$ cat src/vs_ram.sv
// generic single write port ram with registered read
`timescale 1ns / 1ps
`default_nettype none
module vs_ram #(
  parameter int WIDTH = 16,
  parameter int DEPTH = 256,
  localparam int AW = (DEPTH > 1) ? $clog2(DEPTH) : 1
) (
  input  wire logic             clk_i,
  input  wire logic             we_i,
  input  wire logic [AW-1:0]    waddr_i,
  input  wire logic [WIDTH-1:0] wdata_i,
  input  wire logic [AW-1:0]    raddr_i,
  output logic [WIDTH-1:0]      rdata_o
);

  logic [WIDTH-1:0] mem [DEPTH];
  logic [WIDTH-1:0] rdata_q;

  always_ff @(posedge clk_i) begin
    if (we_i) begin
      mem[waddr_i] <= wdata_i;
    end
    rdata_q <= mem[raddr_i];
  end

  assign rdata_o = rdata_q;

endmodule
`default_nettype wire

$ cat config.mk
export PLATFORM = sky130hd
export DESIGN_NAME = vs_ram
export DESIGN_NICKNAME = d
export VERILOG_FILES = /design/src/vs_ram.sv
export SDC_FILE = /design/constraint.sdc
export NUM_CORES = 2
export LEC_CHECK = 0
export BUFFER_PORTS_ARGS = -buffer_cell sky130_fd_sc_hd__buf_2
export CORE_UTILIZATION = 44
export CTS_CLUSTER_SIZE = 40
export DETAILED_ROUTE_END_ITERATION = 10
export GPL_TIMING_DRIVEN = 1
export MAX_ROUTING_LAYER = met4
export PLACE_DENSITY_LB_ADDON = 0.1
export SKIP_CTS_REPAIR_TIMING = 1
export SYNTH_ARGS = -nofsm -noshare
export SYNTH_HDL_FRONTEND = slang
export SYNTH_SLANG_ARGS = --single-unit
$ cat constraint.sdc
create_clock -name clk_i -period 4.9 [get_ports clk_i]
set_input_delay 0.49 -clock clk_i [delete_from_list [all_inputs] [get_ports clk_i]]
set_output_delay 0.49 -clock clk_i [all_outputs]
set_load 0.1 [all_outputs]
==> flow_summary.json <==
{
  "p_leak_nw": 57.57,
  "ys_warn_count": 0,
  "synth-edff-count": 4096,
  "maxSlewHeadroom_pct": 7.509,
  "cts_num_sinks": 4112,
  "power_frac_clock_pct": 42.8,
  "crit_top_cell": "buf_4",
  "finalMaxSlewViolations": 0,
  "rr_startpoint": "mem[15][15]",
  "drtPass1Iterations": 6,
  "worst_ep_arrival_time_ns": 4.34,
  "synth.most_common_cell": "edfxtp_1",
  "vias": 78980,
  "drc_errors": 0,
  "grt_util_met2_pct": 38.87,
  "synthTopCellsByArea": "edfxtp_1 (77%), mux4_2 (11%), mux2i_1 (3.6%)",
  "rows": 220,
  "cp_slowest_cell": "o32ai_1",
  "die_area_mm2": 0.3631,
  "initial_core_util_pct": 44.22,
  "finalHoldViolCount": 1,
  "yosys.area.top_type": "edfxtp_1",
  "rsz0062_at_grt": "no",
  "io_pins": 50,
  "syn_area_per_cell_um2": 21.56,
  "fmax_mhz": 282.0,
  "fin_crit_ns": 3.546,
  "cts.clk_slew.worst_paths_ns": 0.06,
  "finalClockSkew_ns": 0.04964,
  "critPathMaxStageDelay_ns": 0.78,
  "synthArstFlopShare_pct": 0,
  "pwr-share-seq_pct": 51.9,
  "synth_ff_type": "edfxtp_1",
  "status": "finished with violations",
  "end_kind": "flop",
  "cts_buffers": 432,
  "netlist_top_cells_count": "edfxtp_1 (4096), mux4_2 (797), mux2i_1 (565), nor2_1 (304), o221ai_1 (252)",
  "syn-cell-area_mm2": 0.1587,
  "grt_pass1_wl_mm": 629.6,
  "cts.htree.levels": 5,
  "cts_tree": "built",
  "whs_path_depth": 1,
  "cp_data_required_time_ns": 5.70,
  "reg2reg_to": "rdata_o[15]",
  "routabilityCongestion": 0.8749,
  "finalWirelength_mm": 449.2,
  "switching_share_pct": 22.02,
  "path_class": "in -> reg",
  "area_growth_pct": 14.39,
  "portBuffers": 49,
  "yosysSeqAreaShare_pct": 77.70,
  "cellPowerDensity_mw_per_mm2": 412.0,
  "ys_seq_elements": 4112,
  "whs_endpoint": "mem[78][15]",
  "ir_drop_mv": 0.3534,
  "fin_crit_sh_pct": 72.37,
  "overflow": 0,
  "p_sw_w": 0.01647,
  "violations": "hold timing",
  "design.core.area_mm2": 0.3589,
  "grt_util_met3_pct": 4.166,
  "grtUsageTotal_pct": 25.36,
  "antenna_found_initial": 31,
  "p_int_w": 0.05833,
  "insertion_delay_ns": 0.97,
  "cts.path.max_buffers": 4,
  "final.setup.tns_ns": 0,
  "ant_nets": 0,
  "power_frac_comb_pct": 5.3,
  "synth_nets": 7394,
  "grt_use_met1_pct": 35.96,
  "grt_pass1_vias": 78990,
  "clock-root-buffer": "clkbuf_16",
  "top_usage_layer": "met2",
  "grt_start_max_net_pins": 165,
  "finalHoldWorstSlack_ns": -0.002508,
  "die_h_um": 602.6,
  "worst_pin_slew_ns": 1.382,
  "vias_per_cell": 6.038,
  "hpwl_mm": 274.0,
  "crit_path_max_fanout": 50,
  "die_width_um": 602.6,
  "r2r_setup_slack_ns": 1.64,
  "setup_violations": 0,
  "synth_cell_types": 52,
  "worst_hold_startpoint": "wdata_i[15]",
  "maxCapViolations": 0,
  "path_cells": "buf_8, buf_12, buf_4, mux4_2, mux2_2, a22oi_1, nand2_1, o32ai_1, buf_4, nor4_1",
  "synth_cells": 7360,
  "rr_worst_depth": 7,
  "drive_gt1_share_pct": 27.03,
  "layout.nets": 7954,
  "hp-class": "in -> reg",
  "yosysTopAreaCellShare_pct": 77.50,
  "startpoint_type": "primary input",
  "wl_per_cell_um": 34.34,
  "drtIter0Drc": 8844
}
-- critical path: cells and delay by family --
family | cells | cell delay [ns]
buf+inv | 4 | 1.33
mux | 2 | 0.63
simple gates | 2 | 0.18
compound gates | 2 | 1.47
-- cell type report --
type / count / area (µm²)
antenna: 18 / 45.04
clock buffer: 538 / 11420
clock inverter: 266 / 2364
fill: 28720 / 177400
inverter: 4 / 27.53
multi-input combinational: 2792 / 33160
sequential: 4112 / 123300
tap: 4773 / 5972
timing repair buffer: 578 / 5250
-- state kept, by name, indices dropped and copies added (netlist names) --
register  cells
mem        4096
rdata_o      16
-- power groups by stage --
stage | clock network, W | registers (W) | logic, W
floorplan | 0 | 0.0397 | 0.00191
global placement | 0 | 0.0396 | 0.00394
detailed placement | 0 | 0.0396 | 0.00399
CTS | 0.0326 | 0.0388 | 0.00400
global route | 0.0338 | 0.0388 | 0.00414
finish | 0.0320 | 0.0388 | 0.00395
-- cell usage in the layout, fill, tap and decap left out, drive strengths merged, types with 148 or more instances in the layout --
master	n
a21oi	175
buf	573
clkbuf	540
clkinv	205
edfxtp	4096
mux2i	565
mux4	797
nor2	304
o221ai	253
o22ai	148
-- stage by stage --
stage | worst slack (ns) | utilization, % | power, W | cells | area [µm²]
after floorplan | 2.245 | - | 0.04164 | 7360 | 158700
after global placement | 0.3839 | 46.71 | 0.04352 | 12250 | 167700
after detailed placement | 0.3774 | 46.72 | 0.04359 | 12260 | 167700
after CTS | 1.421 | 50.56 | 0.07543 | 13060 | 181500
after global routing | 1.406 | 50.57 | 0.07682 | 13070 | 181500
final | 1.354 | 50.58 | 0.07480 | 13080 | 181600
-- cell families after synthesis --
family          Yosys count  share of synthesized area [%]
simple gates            556                          1.574
mux                    1450                          15.50
buf+inv                 456                          1.693
compound gates          786                          3.537
flops                  4112                          77.70
-- worst max path at each step --
| stage | cells after the start | slack [ns] | to | from |
|---|---|---|---|---|
| 2_1_floorplan | 6 | 2.25 | mem[235][0] | waddr_i[3] |
| 3_3_place_gp | 10 | 0.38 | rdata_o[7] | raddr_i[1] |
| 3_5_place_dp | 10 | 0.38 | rdata_o[8] | raddr_i[1] |
| 4_1_cts | 10 | 1.42 | rdata_o[8] | raddr_i[1] |
| 5_1_grt | 9 | 1.41 | rdata_o[8] | raddr_i[1] |
| 6_report | 10 | 1.35 | rdata_o[15] | raddr_i[1] |
-- per-layer routing --
metal  routed length, µm  part of all wire, %
met1              195000                   43
met4               10970                  2.4
met2              211900                   47
met5                   0                    0
met3               31390                  7.0
(Power assumes the default switching activity.)
