<file path="src/vs_pkg.sv">
// shared constants and types for the cosine top-k vector search block
`timescale 1ns / 1ps
`default_nettype none
package vs_pkg;

  localparam int MAX_DOCS_DEF   = 128;
  localparam int VEC_LEN_DEF    = 256;
  localparam int MAX_TOP_K_DEF  = 8;

  // request codes
  localparam logic [1:0] REQ_DOC   = 2'd0;
  localparam logic [1:0] REQ_QUERY = 2'd1;
  localparam logic [1:0] REQ_CLEAR = 2'd2;

  // result status codes
  localparam logic [1:0] ST_STORED  = 2'd0;
  localparam logic [1:0] ST_FULL    = 2'd1;
  localparam logic [1:0] ST_RESULT  = 2'd2;
  localparam logic [1:0] ST_CLEARED = 2'd3;

  localparam logic signed [15:0] SCORE_MIN = 16'sh8000;
  localparam logic signed [15:0] SCORE_MAX = 16'sh7fff;
  localparam logic [3:0]         TOP_K_RST = 4'd4;

  typedef struct packed {
    logic               done;
    logic signed [15:0] score;
  } score_res_t;

endpackage
`default_nettype wire

</file>
<file path="src/vs_score.sv">
// cosine score engine: shared multiplier, iterative root and divider
`timescale 1ns / 1ps
`default_nettype none
module vs_score import vs_pkg::*; #(
  parameter int VEC_LEN = VEC_LEN_DEF,
  localparam int IW = (VEC_LEN > 1) ? $clog2(VEC_LEN) : 1
) (
  input  wire logic               clk_i,
  input  wire logic               rst_ni,
  input  wire logic               start_i,
  input  wire logic signed [15:0] q_i,
  input  wire logic signed [15:0] d_i,
  output logic [IW-1:0]           rd_idx_o,
  output score_res_t              res_o
);

  localparam int L   = $clog2(VEC_LEN);
  localparam int AW  = 32 + L;
  localparam int NWE = AW + (AW % 2);
  localparam int RW  = NWE / 2;
  localparam int MW  = (RW + 1 > 17) ? RW + 1 : 17;
  localparam int PW  = 2 * MW;
  localparam int DW  = 2 * RW;
  localparam logic [IW-1:0]  LAST_IDX = IW'(VEC_LEN - 1);
  localparam logic [NWE-1:0] TOP_BIT  = {2'b01, {(NWE-2){1'b0}}};
  localparam logic [3:0]     DIV_LAST = 4'd14;

  localparam logic [3:0] S_IDLE  = 4'd0;
  localparam logic [3:0] S_ELEM  = 4'd1;
  localparam logic [3:0] S_DRAIN = 4'd2;
  localparam logic [3:0] S_CHK   = 4'd3;
  localparam logic [3:0] S_SQ_Q  = 4'd4;
  localparam logic [3:0] S_SQ_D  = 4'd5;
  localparam logic [3:0] S_MUL   = 4'd6;
  localparam logic [3:0] S_MULW  = 4'd7;
  localparam logic [3:0] S_DEN   = 4'd8;
  localparam logic [3:0] S_DIV   = 4'd9;
  localparam logic [3:0] S_DONE  = 4'd10;

  localparam logic [1:0] A_NONE = 2'd0;
  localparam logic [1:0] A_DOT  = 2'd1;
  localparam logic [1:0] A_NQ   = 2'd2;
  localparam logic [1:0] A_ND   = 2'd3;

  logic [3:0]            state_q, state_d;
  logic [1:0]            ph_q, ph_d;
  logic [IW-1:0]         idx_q, idx_d;
  logic [1:0]            acc_sel_q, acc_sel_d;
  logic signed [MW-1:0]  mul_a, mul_b;
  logic signed [PW-1:0]  prod_d, prod_q;
  logic signed [AW-1:0]  dot_q;
  logic [AW-1:0]         nq_q, nd_q, abs_dot;
  logic [NWE-1:0]        x_q, r_q, bit_q, sq_sum;
  logic                  sq_ge;
  logic [RW-1:0]         sq_q, sd_q;
  logic [DW-1:0]         den_q;
  logic [DW:0]           rem_q, rem_sh;
  logic                  div_ge;
  logic [14:0]           qt_q, qt_nxt;
  logic [3:0]            cnt_q;
  logic signed [15:0]    score_q;

  // operand select for the one multiplier
  always_comb begin
    mul_a     = '0;
    mul_b     = '0;
    acc_sel_d = A_NONE;
    if (state_q == S_ELEM) begin
      case (ph_q)
        2'd1: begin
          mul_a = MW'(q_i); mul_b = MW'(d_i); acc_sel_d = A_DOT;
        end
        2'd2: begin
          mul_a = MW'(q_i); mul_b = MW'(q_i); acc_sel_d = A_NQ;
        end
        2'd3: begin
          mul_a = MW'(d_i); mul_b = MW'(d_i); acc_sel_d = A_ND;
        end
        default: acc_sel_d = A_NONE;
      endcase
    end else if (state_q == S_MUL) begin
      mul_a = MW'(sq_q);
      mul_b = MW'(sd_q);
    end
  end

  assign prod_d  = PW'(mul_a) * PW'(mul_b);
  assign sq_sum  = r_q + bit_q;
  assign sq_ge   = (x_q >= sq_sum);
  assign abs_dot = dot_q[AW-1] ? AW'(-dot_q) : AW'(dot_q);
  assign rem_sh  = {rem_q[DW-1:0], 1'b0};
  assign div_ge  = (rem_sh >= {1'b0, den_q});
  assign qt_nxt  = {qt_q[13:0], div_ge};

  always_comb begin
    state_d = state_q;
    ph_d    = ph_q;
    idx_d   = idx_q;
    case (state_q)
      S_IDLE: begin
        if (start_i) begin
          state_d = S_ELEM;
          ph_d    = 2'd0;
          idx_d   = '0;
        end
      end
      S_ELEM: begin
        ph_d = ph_q + 2'd1;
        if (ph_q == 2'd3) begin
          if (idx_q == LAST_IDX) begin
            state_d = S_DRAIN;
          end else begin
            idx_d = idx_q + IW'(1);
          end
        end
      end
      S_DRAIN: state_d = S_CHK;
      S_CHK:   state_d = ((nq_q == '0) || (nd_q == '0)) ? S_DONE : S_SQ_Q;
      S_SQ_Q:  if (bit_q == '0) state_d = S_SQ_D;
      S_SQ_D:  if (bit_q == '0) state_d = S_MUL;
      S_MUL:   state_d = S_MULW;
      S_MULW:  state_d = S_DEN;
      S_DEN:   state_d = (DW'(abs_dot) >= den_q) ? S_DONE : S_DIV;
      S_DIV:   if (cnt_q == DIV_LAST) state_d = S_DONE;
      S_DONE:  state_d = S_IDLE;
      default: state_d = S_IDLE;
    endcase
  end

  always_ff @(posedge clk_i or negedge rst_ni) begin
    if (!rst_ni) begin
      state_q   <= S_IDLE;
      ph_q      <= 2'd0;
      idx_q     <= '0;
      acc_sel_q <= A_NONE;
    end else begin
      state_q   <= state_d;
      ph_q      <= ph_d;
      idx_q     <= idx_d;
      acc_sel_q <= acc_sel_d;
    end
  end

  // datapath
  always_ff @(posedge clk_i) begin
    prod_q <= prod_d;
    if (state_q == S_IDLE && start_i) begin
      dot_q <= '0;
      nq_q  <= '0;
      nd_q  <= '0;
    end else begin
      case (acc_sel_q)
        A_DOT:   dot_q <= dot_q + prod_q[AW-1:0];
        A_NQ:    nq_q  <= nq_q + prod_q[AW-1:0];
        A_ND:    nd_q  <= nd_q + prod_q[AW-1:0];
        default: ;
      endcase
    end

    case (state_q)
      S_CHK: begin
        score_q <= '0;
        x_q     <= NWE'(nq_q);
        r_q     <= '0;
        bit_q   <= TOP_BIT;
      end
      S_SQ_Q, S_SQ_D: begin
        if (bit_q == '0) begin
          if (state_q == S_SQ_Q) begin
            sq_q  <= r_q[RW-1:0];
            x_q   <= NWE'(nd_q);
            r_q   <= '0;
            bit_q <= TOP_BIT;
          end else begin
            sd_q <= r_q[RW-1:0];
          end
        end else begin
          if (sq_ge) begin
            x_q <= x_q - sq_sum;
            r_q <= (r_q >> 1) + bit_q;
          end else begin
            r_q <= r_q >> 1;
          end
          bit_q <= bit_q >> 2;
        end
      end
      S_MULW: den_q <= prod_q[DW-1:0];
      S_DEN: begin
        score_q <= dot_q[AW-1] ? SCORE_MIN : SCORE_MAX;
        rem_q   <= (DW+1)'(abs_dot);
        qt_q    <= '0;
        cnt_q   <= '0;
      end
      S_DIV: begin
        rem_q <= div_ge ? (rem_sh - {1'b0, den_q}) : rem_sh;
        qt_q  <= qt_nxt;
        cnt_q <= cnt_q + 4'd1;
        score_q <= dot_q[AW-1] ? -$signed({1'b0, qt_nxt}) : $signed({1'b0, qt_nxt});
      end
      default: ;
    endcase
  end

  assign rd_idx_o    = idx_q;
  assign res_o.done  = (state_q == S_DONE);
  assign res_o.score = score_q;

endmodule
`default_nettype wire

</file>
<file path="config.mk">
export PLATFORM = sky130hd
export DESIGN_NAME = vs_score
export DESIGN_NICKNAME = d
export VERILOG_FILES = /design/src/vs_pkg.sv /design/src/vs_score.sv
export SDC_FILE = /design/constraint.sdc
export NUM_CORES = 2
export LEC_CHECK = 0
export BUFFER_PORTS_ARGS = -buffer_cell sky130_fd_sc_hd__buf_4
export CAP_MARGIN = 20
export CORE_MARGIN = 2
export CORE_UTILIZATION = 50
export DETAILED_ROUTE_END_ITERATION = 8
export PLACE_DENSITY = 0.73
export SYNTH_ARGS = -nofsm -noshare
export SYNTH_HDL_FRONTEND = slang
export SYNTH_SLANG_ARGS = --single-unit
</file>
<file path="constraint.sdc">
create_clock -name clk_i -period 26 [get_ports clk_i]
set_clock_uncertainty 0.15 [all_clocks]
set_input_delay 1.3 -clock clk_i [delete_from_list [all_inputs] [get_ports clk_i]]
set_output_delay 1.3 -clock clk_i [all_outputs]
set_load 0.05 [all_outputs]
</file>
==> flow_metrics.env <==
export IMPL_postSynthNetCount=6371
export IMPL_worst_path_largest_cell_delay_ns=0.79
export IMPL_synth_edf_count=254
export IMPL_power_per_cell_area_nw_per_um2=91.23
export IMPL_dp_hpwl_mm=105.9
export IMPL_die_width_um=311.6
export IMPL_n_antenna_cell=0
export IMPL_io_pins=60
export IMPL_port_buffer_count=59
export IMPL_timing_critical_path_from_type="flop"
export IMPL_detail_route_iter0_violations=3985
export IMPL_post_cts_buffers=0
export IMPL_post_route_period_util_pct=38.60
export IMPL_reg2reg_from="ph_q[0]"
export IMPL_numClockSinks=430
export IMPL_ys_seq_elements=430
export IMPL_post_drt_via_cell_ratio=5.902
export IMPL_grt_overflow_total=0
export IMPL_antenna_violating_nets_remaining=0
export IMPL_post_synth_top_count_cell="sky130_fd_sc_hd__nand2_1"
export IMPL_avgRoutedWirePerCell_um=20.02
export IMPL_timing_final_hold_violations=0
export IMPL_timing_worst_setup_path_type="flop to flop"
export IMPL_synth_top_cells_by_count="sky130_fd_sc_hd__nand2_1 (712), sky130_fd_sc_hd__inv_1 (647), sky130_fd_sc_hd__nor2_1 (545)"
export IMPL_dp_worst_setup_slack_ns=16.17
export IMPL_crit_path_top_cell_by_count="sky130_fd_sc_hd__fa_1"
export IMPL_synth_async_sr_flop_share_pct=3.721
export IMPL_setup_viol_count_final=0
export IMPL_grt_total_usage_pct=27.70
export IMPL_rsz0062_at_grt="no"
export IMPL_postSynthAreaPerCell_um2=8.614
export IMPL_finalMaxSlewViolations=0
export IMPL_gp_congestion=0.9667
export IMPL_cp_startpoint="ph_q[0]"
export IMPL_yosysWarningCount=0
export IMPL_cp_data_arrival_time_ns=10.39
export IMPL_clockRootBuffer="sky130_fd_sc_hd__clkbuf_16"
export IMPL_dr_total_vias=39900
export IMPL_ys_dominant_reg_cell="sky130_fd_sc_hd__edfxtp_1"
export IMPL_fin_nets=6346
export IMPL_synth_lib_cells_used_distinct=100
export IMPL_source_to_sink_clock_delay_at_the_later_pin_of_the_worst_skew_pair_ns=0.62
export IMPL_portion_of_the_post_synthesis_area_used_by_sequential_elements_pct=23.74
export IMPL_finalWorstPathRequiredPeriod_ns=10.04
export IMPL_num_fill_cells=8524
export IMPL_die_area_um2=97090
export IMPL_drive_gt1_share_pct=5.084
export IMPL_fin_total_pwr_mw=4.627
export IMPL_max_freq_ghz=0.09964
export IMPL_worstPathRequired_ns=26.35
export IMPL_ir_drop_mv=0.1065
export IMPL_hold_worst_slack_ns=0.3459
export IMPL_cp_max_fo=19
export IMPL_pin_count_of_the_biggest_net_entering_global_routing=76
export IMPL_run_status="completed"
export IMPL_finalWirelength_mm=135.3
export IMPL_drt_drc_violations_left=0
export IMPL_cts_made_buffers=48
export IMPL_ctsResizeCount=0
export IMPL_syn_instance_count=5492
export IMPL_total_leakage_power_nw=22.81
export IMPL_floorplan_die_height_um=311.6
export IMPL_timing_setup_tns_ns=0
export IMPL_timing_critical_path_to="prod_q[38]"
export IMPL_post_cts_hold_buffer_count=0
export IMPL_finalCoreUtilization_pct=54.18
export IMPL_critical_path_slowest_cell="sky130_fd_sc_hd__ha_1"
export IMPL_timing_hold_worst_class="flop to flop"
export IMPL_cts_clk_slew_worst_paths_ns=0.06
export IMPL_htree_levels=2
export IMPL_post_synth_top_area_cell="sky130_fd_sc_hd__fa_1"
export IMPL_synth_cell_area_um2=47310
export IMPL_fin_ws_ns=15.96
export IMPL_timing_slew_headroom_pct=24.70
export IMPL_maximum_clock_insertion_buffer_count=3
export IMPL_area_of_the_core_um2=93610
export IMPL_antenna_found_initial=1
export IMPL_tritoncts="done"
export IMPL_placementRows=112
export IMPL_synthDominantCellAreaShare_pct=18.96
export IMPL_synthTopCellsByArea="sky130_fd_sc_hd__fa_1 (19%), sky130_fd_sc_hd__edfxtp_1 (16%), sky130_fd_sc_hd__ha_1 (10%), sky130_fd_sc_hd__dfxtp_1 (6.8%), sky130_fd_sc_hd__nand2_1 (5.6%)"
export IMPL_worst_r2r_endpoint="prod_q[38]"
export IMPL_drv_max_cap_violation_count=0
export IMPL_initial_utilization_pct=50.53
export IMPL_first_pass_iters=6
export IMPL_number_of_global_route_vias_before_repair=38900
export IMPL_syn_to_final_growth_pct=7.207
export IMPL_reg2regPathDepth=29
export IMPL_worst_setup_path_end_kind="flop"
export IMPL_reg2reg_setup_slack_ns=15.96
export IMPL_grt_first_pass_wirelength_mm=214.6
export IMPL_worst_pin_slew_ns=1.130
[report_power, final]
group	switching [mW]	internal [mW]	total, mW	leakage [nW]
registers	0.212	0.954	1.17	3.89
logic	1.75	1.00	2.75	18.2
clock network	0.309	0.399	0.707	0.768
total	2.27	2.36	4.63	22.8
[registers in the layout (all words and copies together), names as in the netlist, 8 cells and up]
| name | flops |
|---|---|
| nq_q | 40 |
| prod_q | 40 |
| rem_q | 40 |
| nd_q | 40 |
| bit_q | 20 |
| rd_idx_o | 8 |
| r_q | 40 |
| x_q | 40 |
| sd_q | 20 |
| score_q | 16 |
| sq_q | 20 |
| dot_q | 40 |
| den_q | 40 |
| qt_q | 14 |
[placed cells by master (no fill, tap or decap), types with 34 or more instances in the layout]
cell,instances
sky130_fd_sc_hd__a22oi_1,49
sky130_fd_sc_hd__buf_4,124
sky130_fd_sc_hd__o21a_1,53
sky130_fd_sc_hd__a211oi_1,64
sky130_fd_sc_hd__nand2b_1,51
sky130_fd_sc_hd__or3_1,45
sky130_fd_sc_hd__nand2_1,712
sky130_fd_sc_hd__fa_1,448
sky130_fd_sc_hd__xnor2_1,185
sky130_fd_sc_hd__nor3_1,72
sky130_fd_sc_hd__o21ai_1,38
sky130_fd_sc_hd__nand3_1,92
sky130_fd_sc_hd__inv_1,646
sky130_fd_sc_hd__dfxtp_1,159
sky130_fd_sc_hd__nor4_1,40
sky130_fd_sc_hd__nor2_1,539
sky130_fd_sc_hd__nor2b_1,39
sky130_fd_sc_hd__o21ai_0,230
sky130_fd_sc_hd__xor2_1,108
sky130_fd_sc_hd__clkbuf_16,49
sky130_fd_sc_hd__and3_1,51
sky130_fd_sc_hd__o21bai_1,34
sky130_fd_sc_hd__a21o_1,117
sky130_fd_sc_hd__a31oi_1,86
sky130_fd_sc_hd__a21oi_1,357
sky130_fd_sc_hd__ha_1,396
sky130_fd_sc_hd__edfxtp_1,254
sky130_fd_sc_hd__nand4_1,41
[cell type report]
class	count	area, um^2	area share (%)
Clock inverter	35	350.3	0.6908
Tap cell	1254	1569	3.094
Inverter	649	2436	4.803
Multi-Input combinational cell	4211	32910	64.88
Clock buffer	55	1249	2.462
Timing Repair Buffer	127	973.4	1.919
Sequential cell	430	11230	22.15
[worst min-delay path by stage]
stage | from | to | slack, ns | cells after the start
after floorplan | r_q[0] | sd_q[0] | 0.30 | 0
after global placement | nd_q[27] | nd_q[27] | 0.33 | 2
after detailed placement | nd_q[31] | nd_q[31] | 0.34 | 2
after CTS | nd_q[31] | nd_q[31] | 0.35 | 2
after global routing | nd_q[31] | nd_q[31] | 0.37 | 2
final | nd_q[31] | nd_q[31] | 0.35 | 2
[cells by family after synthesis]
kind of cell,share of synthesized area (%)
and+or+nand+nor,16.86
AOI/OAI and AO/OA,17.24
buffers and inverters,6.869
adders and majority gates,29.43
DFF,23.74
xor gates and xnor gates,5.425
muxes,0.4258
[through the flow]
step	instance area, um^2	std cells
2_1_floorplan	47310	5492
3_3_place_gp	49070	6668
3_5_place_dp	49100	6670
4_1_cts	50690	6760
5_1_grt	50710	6761
6_report	50710	6761
[layer usage]
| metal | global-route usage [%] | vias up | share of wire, % | routed length, um |
|---|---|---|---|---|
| met4 | 11.48 | 0 | 4.6 | 6238 |
| met1 | 38.34 | 19240 | 43 | 58230 |
| met5 | 0 | - | 0 | 0 |
| li1 | - | 18720 | - | - |
| met3 | 4.046 | 283 | 8.2 | 11110 |
| met2 | 43.56 | 1658 | 44 | 59760 |
[worst max-delay path, delay by kind of cell, from the launching register on]
family                     cells  cell delay, ns
adders and majority gates      9            4.66
AOI/OAI and AO/OA              6            1.30
xor gates and xnor gates       1            0.14
buffers and inverters          4            0.40
DFF                            1            0.43
and+or+nand+nor                9            2.81
(Power assumes the default switching activity.)
